--- config.mk ---
export PLATFORM = sky130hd
export DESIGN_NAME = lti_queue
export DESIGN_NICKNAME = d
export VERILOG_FILES = /design/src/rtl/lti_queue.sv
export SDC_FILE = /design/constraint.sdc
export NUM_CORES = 1
export LEC_CHECK = 0
export BUFFER_PORTS_ARGS = -buffer_cell sky130_fd_sc_hd__buf_2
export CAP_MARGIN = 5
export CORE_AREA = 5 5 79 81
export CTS_CLUSTER_SIZE = 30
export DETAILED_ROUTE_END_ITERATION = 8
export DIE_AREA = 0 0 84 86
export HOLD_SLACK_MARGIN = 0.15
export SYNTH_ARGS = -nofsm -noshare
export SYNTH_HDL_FRONTEND = slang
export SYNTH_SLANG_ARGS = --single-unit
--- constraint.sdc ---
create_clock -name clock -period 2 [get_ports clock]
set_input_delay 0.1 -clock clock [delete_from_list [all_inputs] [get_ports clock]]
set_output_delay 0.1 -clock clock [all_outputs]
set_load 0.02 [all_outputs]
--- src/rtl/lti_queue.sv ---
// Small register queue between the front and back pipelines.
module lti_queue #(
   parameter int WIDTH = 8,
   parameter int DEPTH = 4
) (
   input  logic             clock,
   input  logic             reset,
   input  logic             push,
   input  logic [WIDTH-1:0] wdata,
   output logic             full,
   input  logic             pop,
   output logic [WIDTH-1:0] rdata,
   output logic             empty
);

   localparam int PTR_W = (DEPTH > 1) ? $clog2(DEPTH) : 1;
   localparam int CNT_W = $clog2(DEPTH + 1);

   logic [WIDTH-1:0] mem_ff [DEPTH];
   logic [PTR_W-1:0] wr_ptr_ff, wr_ptr_in;
   logic [PTR_W-1:0] rd_ptr_ff, rd_ptr_in;
   logic [CNT_W-1:0] count_ff, count_in;
   logic             do_push, do_pop;

   assign full    = (count_ff == CNT_W'(DEPTH));
   assign empty   = (count_ff == '0);
   assign do_push = push && !full;
   assign do_pop  = pop && !empty;
   assign rdata   = mem_ff[rd_ptr_ff];

   // pointer and fill count update
   always_comb begin
      wr_ptr_in = wr_ptr_ff;
      rd_ptr_in = rd_ptr_ff;
      count_in  = count_ff;
      if (do_push) begin
         wr_ptr_in = (wr_ptr_ff == PTR_W'(DEPTH - 1)) ? '0 : wr_ptr_ff + 1'b1;
      end
      if (do_pop) begin
         rd_ptr_in = (rd_ptr_ff == PTR_W'(DEPTH - 1)) ? '0 : rd_ptr_ff + 1'b1;
      end
      if (do_push && !do_pop) begin
         count_in = count_ff + 1'b1;
      end else if (do_pop && !do_push) begin
         count_in = count_ff - 1'b1;
      end
   end

   always_ff @(posedge clock) begin
      if (reset) begin
         wr_ptr_ff <= '0;
         rd_ptr_ff <= '0;
         count_ff  <= '0;
      end else begin
         wr_ptr_ff <= wr_ptr_in;
         rd_ptr_ff <= rd_ptr_in;
         count_ff  <= count_in;
      end
   end

   // storage
   always_ff @(posedge clock) begin
      if (do_push) begin
         mem_ff[wr_ptr_ff] <= wdata;
      end
   end

endmodule

Word level (Yosys, flattened, before mapping)
Memory sizes are Yosys's and may differ from the RTL's. A register that Yosys moved wholly into a read port is not among the register bits. Index checks and enable logic that the tools add are counted.

Bits in registers: 7. Memory bits (writable): 32. Memories kept: 1.

Add/subtract/negate cells: 4. Eq/ne operators: 3. Muxes and demuxes: 8. Reductions and logical operators: 10.

Memory list: mem_ff (words 4, bits a word 8, read ports 1, clocked after Yosys merged registers in 1, write ports 1, line 19) `logic [WIDTH-1:0] mem_ff [DEPTH];`.

Operator list (number): $mux 2 (4); $mux 3 (2); $add 2x1->2 const B (2); $eq 2x2->1 const B (2); $logic_and 1x1->1 (4); $logic_not 1->1 (4); $add 3x1->3 const B (1); $eq 3x3->1 const B (1); $logic_not 3->1 (1); $sub 3x1->3 const B (1); $mux 1 (2); $reduce_bool 2->1 (1).

Logic depth before layout (Yosys ltp)
Gate-level depths: netlist of run 1.

Depth in word-level cells: 7. Mapped depth: 10.

Worst setup path after synthesis of run 1
OpenSTA, ideal clock, no wires.

Kind: flip-flop to flip-flop. Start point: register count_ff[0]. End point: register count_ff[2]. Library setup time: 0.070 ns. Data arrival time: 2.124 ns. Slack: -0.194 ns. Stages on the path, launching flop included: 11. Clock period less this slack: 2.194 ns. Cell sequence: dfxtp_1 -> or3b_1 -> buf_6 -> clkinv_4 -> nor2_2 -> ha_1 -> inv_1 -> fa_1 -> xor2_1 -> or3_2 -> a21oi_1.

Word-level cells in the longest chain between the ends: 6.

Ends and longest elaborated chain: start, declared (line 22) `logic [CNT_W-1:0] count_ff, count_in;`; start signal, assigned (line 57) `count_ff <= count_in;`; $eq 3x3->1 (*) (line 25) `assign full = (count_ff == CNT_W'(DEPTH));`; named net full (line 10) `output logic full,`; $logic_not 1->1 (*) (line 27) `assign do_push = push && !full;`; $logic_and 1x1->1 (*) (line 27); named net do_push (line 23) `logic do_push, do_pop;`; $logic_not 1->1 (line 44) `end else if (do_pop && !do_push) begin`; $logic_and 1x1->1 (line 44); $reduce_bool 2->1 (no source line).

The timed path passes the listed nets; every way through them passes the cells marked *. The select of a mux whose other input is x is not followed. A chain may end at the register's enable or synchronous reset.

Final worst setup path of run 1
Start point: register count_ff[0]. End point: register count_ff[2].

Word-level cells in the longest chain between the ends: 6.

Ends and longest elaborated chain (line): $eq 3x3->1 (*) (25); $logic_not 1->1 (*) (27); $logic_and 1x1->1 (*) (27); named net do_push (23); $logic_not 1->1 (44); $logic_and 1x1->1 (44); $reduce_bool 2->1 (no source line).

Marks and branches as above.

==> results of run 1 <==
## path summary, 6_finish.rpt
kind,endpoint,start,slack [ps]
setup reg to reg,count_ff[2]$_SDFFE_PP0P_,count_ff[0]$_SDFFE_PP0P_,20
hold / removal,rd_ptr_ff[0]$_SDFFE_PP0P_,pop,320
setup / recovery,count_ff[2]$_SDFFE_PP0P_,count_ff[0]$_SDFFE_PP0P_,20
hold reg to reg,rd_ptr_ff[0]$_SDFFE_PP0P_,rd_ptr_ff[0]$_SDFFE_PP0P_,520
## what timing repair did
action,4_1_cts,5_1_grt
gates resized for setup,3,3
endpoints found under the hold margin,41,0
setup endpoints to repair,2,1
pin swaps,1,4
buffers inserted,1,0
hold buffers,10,0
## through the flow
stage | setup TNS, ps | hold slack (ps) | worst slack (ps)
2_1_floorplan | -15.9 | 199 | -15.9
3_3_place_gp | 0 | 312 | 13.7
3_5_place_dp | -64.7 | 319 | -64.7
4_1_cts | 0 | 314 | 6.04
5_1_grt | -60.9 | 340 | -60.9
6_report | 0 | 324 | 19.6
## layer usage
metal	track usage [%]	wire length (microns)	share of wire, %
met1	10.6	1240	42
met2	15.8	1520	51
met3	3.55	170	5.7
met4	3.07	38	1.3
met5	0	0	0
## sequential cells by signal (all words and copies together) (netlist names), named ones only
register and cells:
mem_ff 32, count_ff 3, rd_ptr_ff 2, wr_ptr_ff 2
## placed cells by master (no fill, tap or decap), types with 2 or more instances in the layout
cell type / count
edfxtp_1: 32
buf_2: 21
dlygate4sd3_1: 10
buf_4: 9
mux4_2: 8
dfxtp_1: 6
ha_1: 5
clkbuf_8: 5
and3_2: 4
inv_1: 3
nor2_1: 3
nor3_1: 2
nand3_1: 2
a21oi_1: 2
mux2i_1: 2
dfxtp_4: 2
## kinds of logic after synthesis
group / share of synthesized area (%)
flip-flops: 69.4
AND/OR/NAND/NOR: 5.70
multiplexers: 12.2
buffers and inverters: 2.89
AO/OA/AOI/OAI: 3.04
adder cells (fa/ha/maj): 5.78
XOR/XNOR: 1.06
## final cells by class
class | count | area [sq um]
Fill cell | 508 | 3230
Clock inverter | 3 | 46.3
Tap cell | 72 | 90.1
Timing Repair Buffer | 41 | 284
Sequential cell | 41 | 1150
Inverter | 5 | 31.3
Clock buffer | 5 | 68.8
Multi-Input combinational cell | 42 | 503
## worst max-delay path: cells and delay by family (launching register included)
family / cells / cell delay, ps
and+or+nand+nor: 3 / 810
DFF: 1 / 360
buffers and inverters: 3 / 300
xor gates and xnor gates: 1 / 170
adders and majority gates: 1 / 160
AOI/OAI and AO/OA: 1 / 120
## power groups by stage
stage	Sequential [W]	Clock (W)	Combinational (W)
2_1_floorplan	0.00111	0	0.000529
3_3_place_gp	0.00111	0	0.000745
3_5_place_dp	0.00113	0	0.000784
4_1_cts	0.00112	0.000670	0.000839
5_1_grt	0.00113	0.000726	0.000933
6_report	0.00111	0.000656	0.000850
==> impl_results.md, run 1 <==
- Status: complete, no violations
- Final hold violation count: 0
- Final Power: 0.00262 W
- Hold Path Class: in -> reg
- Slowest CP cell: or3b_4
- # placed instances: 190
- CTS tree: built
- Worst slew pin tran: about 420 ps
- Nets: 155
- Mapped Cells: 92
- Seq pwr share: 42.5%
- Max Fclk: 0.505 GHz
- Post-detail-place hpwl: 2110 microns
- Rows: 27
- Gate power share: between 30% and 40%
- Max Slew Vio Count: 0
- Non-filler cells in the finished layout: 209
- Pin count of the biggest net entering global routing: 15
- Final core utilization: roughly 40%
- Drt wl/cell: 14.2 microns
- Crit share post-route: 99.0%
- Switch Pwr: 0.000783 W
- Pwr dens: 1210 nW/um^2
- Clock Sink Count: between 40 and 50
- Area grow syn2layout: 32.1%
- Required time of the worst setup path: 2220 ps
- I/O pins: 22
- Slowest stage delay, CP: 440 ps
- # DRC: 0
- Antenna cells: 0
- Total of warnings raised by yosys: 0
- Layout Skew: 4.97 ps
- Int Power: around 0.0018 W
- Crit path arrival time: around 2200 ps
- Top-count cell post-synth: edfxtp_1
- Critical path type: reg -> reg
- Yosys cell types: 26
- H-tree levels: 2
- Crit-path max FO: 3
- #FFs+latches synth: 41
- Top_reg_cell synth: edfxtp_1
- Routed Wire Length: a little under 3000 microns
- Synth top area share: 58.4%
- Detail Route Antenna Nets: 0
- Vias/cell: about 4.4
- CTS Buf Count: 5
- Tot GR Track Use: 9.22%
- Layout cells sized above 1: between 40 and 50%
- Clk pwr share: 25.0%
- Commonest cells post-synth: 32 x edfxtp_1, 9 x dfxtp_1, 8 x mux4_2
- Port bufs: 21
- Area leader, netlist: edfxtp_1
- Gpl congestion: 0.679
- Clock latency on the worst-skew pair: 290 ps
- Sequential fraction of the synthesis area: 69.4%
- Starting DRC count in detailed routing: a little over 60
- CP cell instances: or3b_4 > clkinv_8 > nor2_4 > ha_4 > buf_4 > buf_6 > xor2_2 > or3_4 > a21oi_2
- Max_cap viols: 0
- RSZ-0062 raised after global routing: yes
- Mapped Area: 1650 sq um
- Syn_nets: roughly 110
- 1st-pass router iterations: 4
- Leakage power figure: approximately 0.80 nW
- Critical Path Start Type: flip-flop
- Setup Viol. Count Final: 0
- Hold depth: 5
- Dpl cell area: 1910 sq um
- Synth top area cells: edfxtp_1 58%, dfxtp_1 11%, mux4_2 11%
- CTS root buffer: clkbuf_8
- Clock tree buffer depth: 2
- Vias in the first global route: ~1000
- Post-synth EDFFs: 32
- Initial Utilization: around 30%
- Crit path time final: between 1500 and 2000 ps
- Die width: between 80 and 90 microns
- Sw Share: 29.9%
- First-pass GRT wire length: 5080 microns
- Post-route cell area: 2170 sq um
- Die Y: 86 microns
- Avg Cell Area, Syn: ~18 sq um
- Post-synthesis async set-or-reset flop share: 0%
- Worst VDD drop: 590 uV
- Initial antenna violation count: 0
- Die ar.: 7220 sq um
- Crit. End Element: flip-flop
- Total number of vias: ~920
- Total grt overflow: 0
- CTS clk-pin slew, worst paths: 80 ps
- Core area: 5410 sq um
- Normalized max-slew margin: a little under three quarters
- Reg2Reg Depth: 9
Power figures use the tool's default switching activity.
==> run 2: changes to the inputs <==
--- a/config.mk
+++ b/config.mk
@@ -5,12 +5,13 @@
 export SDC_FILE = /design/constraint.sdc
 export NUM_CORES = 1
 export LEC_CHECK = 0
+export ABC_AREA = 1
 export BUFFER_PORTS_ARGS = -buffer_cell sky130_fd_sc_hd__buf_2
 export CAP_MARGIN = 5
-export CORE_AREA = 5 5 79 81
+export CORE_AREA = 5 5 80 82
 export CTS_CLUSTER_SIZE = 30
 export DETAILED_ROUTE_END_ITERATION = 8
-export DIE_AREA = 0 0 84 86
+export DIE_AREA = 0 0 85 87
 export HOLD_SLACK_MARGIN = 0.15
 export SYNTH_ARGS = -nofsm -noshare
 export SYNTH_HDL_FRONTEND = slang
==> impl_results.md, run 2 <==
- Mapped Cells: 147 (+60%)
- Port bufs: 21 (unchanged)
- Final core utilization: 37.2% (-3.0 points)
- Pwr dens: 1220 nW/um^2 (+1.1%)
- Mapped Area: 1700 sq um (+3.1%)
- Total of warnings raised by yosys: 0 (unchanged)
- Area grow syn2layout: 24.6%
- Post-CTS Setup Inserts: 0 (-1)
- CTS clk-pin slew, worst paths: 70 ps (about the same)
- Status: complete, no violations
- Commonest non-fill, non-tap cells in the layout: 32 x nor2_1, 32 x edfxtp_1, 21 x buf_2
- Crit path to: count_ff[1]$_SDFFE_PP0P_
- Die width: 85 microns (+1.2%)
- Avg Cell Area, Syn: 11.5 sq um (-35%)
- Commonest cells post-synth: 33 x nor2_1, 32 x edfxtp_1, 17 x inv_1
- Setup Viol. Count Final: 0 (unchanged)
- RSZ-0062 raised after global routing: no
- Sequential fraction of the synthesis area: 67.3% (-2.1 points)
- Detail Route Antenna Nets: 0 (unchanged)
- CTS tree: built
- Pin count of the biggest net entering global routing: 17 (+2)
- Max_cap viols: 0 (unchanged)
- Clock Sink Count: 41 (unchanged)
- Post-synth EDFFs: 32 (unchanged)
- Normalized max-slew margin: 73.1% (+1.3 points)
- Worst VDD drop: 545 uV (-7.7%)
- Required time of the worst setup path: 2180 ps (-40 ps)
- Die Y: 87 microns (+1.2%)
- Reg2Reg Depth: 9 (unchanged)
- CTS root buffer: clkbuf_8
- Synth top area cells: edfxtp_1 57%, dfxtp_1 11%, nor2_1 7.3%
- Crit-path max FO: 7 (+4)
- Critical Path Start Type: flip-flop
- # DRC: 0 (unchanged)
- Biggest regs: mem_ff (32), count_ff (3)
- Die ar.: 7400 sq um (+2.4%)
- First-pass GRT wire length: 4880 microns (-3.9%)
- Layout cells sized above 1: 21.6% (-26 points)
- Initial Utilization: 29.9% (-0.55 points)
- Synth top area share: 56.6% (-1.8 points)
- Crit path arrival time: 2010 ps (-190 ps)
- Crit. End Element: flip-flop
- Crit share post-route: 91.1% (-7.9 points)
- Hold Path Class: in -> reg
- Vias/cell: 4.29 (-2.7%)
- Top-count cell post-synth: nor2_1
- 1st-pass router iterations: 4 (unchanged)
- Post-synthesis async set-or-reset flop share: 0% (unchanged)
- Gpl congestion: 0.760 (+12%)
- Worst slew pin tran: 403 ps (-18.8 ps)
- Total number of vias: 1136 (+23%)
- Worst r2r src: count_ff[1]$_SDFFE_PP0P_
- Fillers: 578 (+14%)
- Leakage power figure: 0.851 nW (+6.0%)
- Vias in the first global route: 1077 (+6.6%)
- Largest register FFs: 32 (unchanged)
- Antenna cells: 0 (unchanged)
- Starting DRC count in detailed routing: 82 (+34%)
- Syn_nets: 166 (+50%)
- Critical path type: reg -> reg
- Initial antenna violation count: 0 (unchanged)
- CTS Buf Count: 5 (unchanged)
- Tot GR Track Use: 8.82% (-0.41 points)
- Worst reg2reg endpoint: count_ff[1]$_SDFFE_PP0P_
- Setup slack, reg-to-reg: 180 ps (+160 ps)
- Total grt overflow: 0 (unchanged)
- Final Power: 0.00257 W (-1.7%)
- Post-detail-place hpwl: 2030 microns (-4.1%)
- Area leader, netlist: edfxtp_1
- I/O pins: 22 (unchanged)
- Max Slew Vio Count: 0 (unchanged)
- Top_reg_cell synth: edfxtp_1
- #FFs+latches synth: 41 (unchanged)
- CP startpoint: count_ff[1]$_SDFFE_PP0P_
- Setup Total Neg Slack: 0 ps (unchanged)
- Crit path time final: 1820 ps (-158 ps)
- Final hold violation count: 0 (unchanged)
- Reg with most FFs: mem_ff
- Core area: 5680 sq um (+5.0%)
- Routed Wire Length: 3110 microns (+4.5%)
- Rows: 28 (+3.7%)
- Clock tree buffer depth: 2 (unchanged)
- Max Fclk: 0.549 GHz (+8.7%)
- H-tree levels: 2 (unchanged)
- Layout Skew: 6.44 ps (+1.47 ps)
- Post-route cell area: 2110 sq um (-2.8%)
- Yosys cell types: 19 (-27%)
- Drt wl/cell: 11.7 microns (-18%)
- Clock latency on the worst-skew pair: 290 ps (about the same)
- Nets: 208 (+34%)
- Dpl cell area: 1910 sq um (-0.20%)
run 2: cell count changes after synthesis, sizes merged, moves of 4 or more:
cell   change
nor2      +29
o21ai     +15
inv       +14
nand2     +13
mux4       -8
o22ai      +8
and3       -4
run 2: worst min-delay path by stage:
stage / slack (ps) / end / cells past startpoint / startpoint
global route: 520 / count_ff[0]$_SDFFE_PP0P_ / 3 / reset
global placement: 280 / count_ff[0]$_SDFFE_PP0P_ / 2 / reset
detailed placement: 280 / count_ff[0]$_SDFFE_PP0P_ / 2 / reset
floorplan: 170 / count_ff[0]$_SDFFE_PP0P_ / 1 / reset
CTS: 490 / count_ff[0]$_SDFFE_PP0P_ / 3 / reset
finish: 500 / count_ff[0]$_SDFFE_PP0P_ / 3 / reset
run 2: final cells by class:
type                            instances  area, sq um  area share [%]
Multi-Input combinational cell         86          470            22.3
Timing Repair Buffer                   37          253            12.0
Sequential cell                        41         1140            54.1
Inverter                               18         67.6            3.20
Clock buffer                            5         68.8            3.26
Tap cell                               75         93.8            4.44
Clock inverter                          3         17.5           0.829
run 2: routing by layer:
layer / vias up / global-route usage, % / wire (microns)
met5: - / 0 / 0
met4: 0 / 3.45 / 53
met3: 6 / 3.50 / 193
met2: 23 / 15.7 / 1560
met1: 526 / 9.29 / 1310
li1: 581 / - / -
run 2: cells by family (layout without fill, tap and decap cells):
family / Yosys count / count (layout) / share of synthesized area, %
and+or+nand+nor: 51 / 51 / 12.1
DFF: 41 / 41 / 67.3
AOI/OAI and AO/OA: 27 / 27 / 9.22
buffers and inverters: 20 / 63 / 5.31
adders and majority gates: 7 / 7 / 5.60
xor gates and xnor gates: 1 / 1 / 0.516
run 2: stage by stage:
stage | hold WS, ps | instances | setup WS [ps]
after floorplan | 172 | 147 | 310
after global placement | 279 | 246 | 215
after detailed placement | 280 | 246 | 195
after CTS | 492 | 265 | 170
after global routing | 519 | 265 | 9.35
final | 500 | 265 | 177
run 2: what timing repair did:
action,in CTS,in global routing
gates resized for setup,0,3
hold buffers,11,0
endpoints found under the setup margin,0,2
hold endpoints to repair,38,0
run 2: power breakdown:
part / internal, W / switching (W)
Clock: 0.000241 / 0.000267
Sequential: 0.00106 / 0.000102
Combinational: 0.000329 / 0.000578
run 2: worst max-delay path, cell delays in order (launching register included):
cell and delay, ps:
dfxtp_1 350, nor2_2 140, nand2_1 120, nand2_2 140
inv_1 60, ha_1 200, inv_1 80, fa_1 410
o21ai_0 160, nor2_1 50
==> run 3: changes to the inputs <==
==> config.mk (replaced) <==
export PLATFORM = sky130hd
export DESIGN_NAME = lti_queue
export DESIGN_NICKNAME = d
export VERILOG_FILES = /design/src/rtl/lti_queue.sv
export SDC_FILE = /design/constraint.sdc
export NUM_CORES = 1
export LEC_CHECK = 0
export ABC_AREA = 0
export BUFFER_PORTS_ARGS = -buffer_cell sky130_fd_sc_hd__buf_2
export CAP_MARGIN = 5
export CELL_PAD_IN_SITES_DETAIL_PLACEMENT = 1
export CELL_PAD_IN_SITES_GLOBAL_PLACEMENT = 1
export CORE_AREA = 5 5 79 81
export CTS_CLUSTER_SIZE = 30
export DETAILED_ROUTE_END_ITERATION = 8
export DIE_AREA = 0 0 84 86
export GPL_ROUTABILITY_DRIVEN = 0
export HOLD_SLACK_MARGIN = 0.15
export PLACE_DENSITY_LB_ADDON = 0.1
export SYNTH_ARGS = -nofsm -noshare
export SYNTH_HDL_FRONTEND = slang
export SYNTH_SLANG_ARGS = --single-unit
==> impl_results.md, run 3 (same netlist as run 1, synthesis figures left out) <==
- Setup slack at placement: -63.5 ps (-259 ps)
- Worst VDD drop: 518 uV (-5.0%)
- Normalized max-slew margin: 72.5% (-0.53 points)
- Non-filler cells in the finished layout: 210 (-21%)
- Sw Share: 28.6% (-8.2 points)
- Starting DRC count in detailed routing: 46 (-44%)
- Clock latency on the worst-skew pair: 280 ps (about the same)
- Status: complete, no violations
- Critical Path Start Type: flip-flop
- Max Fclk: 0.506 GHz (-7.8%)
- CTS root buffer: clkbuf_8
- Vias/cell: 4.38 (+2.2%)
- First-pass GRT wire length: 5030 microns (+3.1%)
- Commonest non-fill, non-tap cell in the layout: edfxtp_1
- Clock Sink Count: 41 (unchanged)
- Die Y: 86 microns (-1.1%)
- Routed Wire Length: 3050 microns (-2.1%)
- RSZ-0062 raised after global routing: yes
- Gate power share: 32.1% (-3.1 points)
- Vias in the first global route: 1047 (-2.8%)
- Initial Utilization: 30.4% (+0.55 points)
- Die ar.: 7220 sq um (-2.3%)
- CTS clk-pin slew, worst paths: 70 ps (about the same)
- CTS Buf Count: 5 (unchanged)
- Pin count of the biggest net entering global routing: 13 (-4)
- Area grow syn2layout: 32.6%
- Pwr dens: 1200 nW/um^2 (-1.2%)
- Clk pwr share: 25.5% (+5.8 points)
- Core area: 5410 sq um (-4.8%)
- Hold Path Class: in -> reg
- Worst slew pin tran: 411 ps (+7.95 ps)
- Required time of the worst setup path: 2220 ps (+40 ps)
- Crit path time final: 1980 ps (+153 ps)
- Final hold violation count: 0 (unchanged)
- Nets: 156 (-25%)
- Drt wl/cell: 14.5 microns (+24%)
- Reg with most FFs: mem_ff
- Leakage power figure: 0.812 nW (-4.6%)
- Max Slew Vio Count: 0 (unchanged)
- Die width: 84 microns (-1.2%)
- Clock tree buffer depth: 2 (unchanged)
- Detail Route Antenna Nets: 0 (unchanged)
- Rows: 27 (-3.6%)
- CTS tree: built
- # DRC: 0 (unchanged)
- Fillers: 563 (-2.6%)
- Crit-path max FO: 4 (-3)
- Total number of vias: 920 (-19%)
- Layout cells sized above 1: 47.1% (+26 points)
- Worst hold slack: 327 ps (-173 ps)
- Crit. End Element: flip-flop
- Crit path arrival time: 2190 ps (+180 ps)
- 1st-pass router iterations: 4 (unchanged)
- # placed instances: 191 (-22%)
- Int Power: 0.00188 W (+15%)
- Initial antenna violation count: 0 (unchanged)
- Setup WS post-layout: 24.0 ps (-153 ps)
- I/O pins: 22 (unchanged)
- Layout Skew: 4.84 ps (-1.61 ps)
- Seq pwr share: 42.5% (-2.5 points)
- Switch Pwr: 0.000752 W (-21%)
- Antenna cells: 0 (unchanged)
- Crit share post-route: 98.8% (+7.7 points)
- Setup Viol. Count Final: 0 (unchanged)
- Tot GR Track Use: 9.30% (+0.49 points)
- Biggest regs: mem_ff (32), count_ff (3)
- Total grt overflow: 0 (unchanged)
- Critical path type: reg -> reg
- Post-detail-place hpwl: 2140 microns (+5.6%)
- Max_cap viols: 0 (unchanged)
- Port bufs: 21 (unchanged)
- Largest register FFs: 32 (unchanged)
- Commonest non-fill, non-tap cells in the layout: 32 x edfxtp_1, 21 x buf_2, 10 x dlygate4sd3_1, 10 x buf_4, 8 x mux4_2
- H-tree levels: 2 (unchanged)
[run 3: changes by cell type in the layout (fill, tap and decap cells not counted), sizes merged, moves of 8 or more]
| cell | before | now |
|---|---|---|
| inv | 18 | 4 |
| nor2 | 33 | 4 |
| o21ai | 17 | 2 |
| mux4 | 0 | 8 |
| nand2 | 14 | 1 |
| o22ai | 8 | 0 |
[run 3: power groups by stage]
| stage | clock network, W | logic (W) | registers, W |
|---|---|---|---|
| 3_5_place_dp | 0 | 0.000789 | 0.00113 |
| 3_3_place_gp | 0 | 0.000777 | 0.00112 |
| 5_1_grt | 0.000733 | 0.000924 | 0.00113 |
| 2_1_floorplan | 0 | 0.000529 | 0.00111 |
| 4_1_cts | 0.000695 | 0.000838 | 0.00112 |
| 6_report | 0.000669 | 0.000842 | 0.00112 |
[run 3: what timing repair did]
action,CTS,global route
setup buffers,0,1
endpoints found under the setup margin,1,1
pin swaps,1,5
hold endpoints to repair,41,0
gates resized for setup,3,3
hold buffers,10,0
[run 3: worst max-delay path, cell delays in order, from the launching register on]
cell	delay [ps]
dfxtp_4	370
or3b_4	440
clkinv_8	60
nor2_4	30
ha_4	150
buf_4	120
buf_4	130
xor2_2	160
or3_4	330
a21oi_2	110
[run 3: metrics by stage]
step	cell area [sq um]	TNS (ps)	power, W	utilization (%)
4_1_cts	2160	0	0.00265	40.0
3_3_place_gp	1920	-9.47	0.00190	35.6
6_report	2180	0	0.00263	40.4
5_1_grt	2180	-41.4	0.00279	40.4
3_5_place_dp	1920	-63.5	0.00192	35.6
2_1_floorplan	1680	-15.9	0.00164	-
[run 3: layout make-up]
type / instances / area, sq um / share of cell area [%]
clock buffers: 7 / 86.3 / 3.96
clock inverters: 1 / 30.0 / 1.38
inverters: 5 / 31.3 / 1.43
multi-input cells: 42 / 503 / 23.1
flip-flops and latches: 41 / 1150 / 52.7
well taps: 72 / 90.1 / 4.13
repair buffers: 42 / 292 / 13.4
[run 3: per-layer routing]
metal	part of all wire, %	up-vias	track usage [%]
li1	-	441	-
met1	39	455	9.21
met2	54	19	17.6
met3	4.3	5	3.46
met4	1.8	0	3.51
met5	0	-	0
[run 3: final timing paths]
path              depth (start not counted)                      start                         to  slack, ps
setup / recovery                          9   count_ff[1]$_SDFFE_PP0P_   count_ff[2]$_SDFFE_PP0P_         20
hold / removal                            5                        pop  rd_ptr_ff[0]$_SDFFE_PP0P_        330
setup reg to reg                          9   count_ff[1]$_SDFFE_PP0P_   count_ff[2]$_SDFFE_PP0P_         20
hold reg to reg                           2  rd_ptr_ff[0]$_SDFFE_PP0P_  rd_ptr_ff[0]$_SDFFE_PP0P_        500
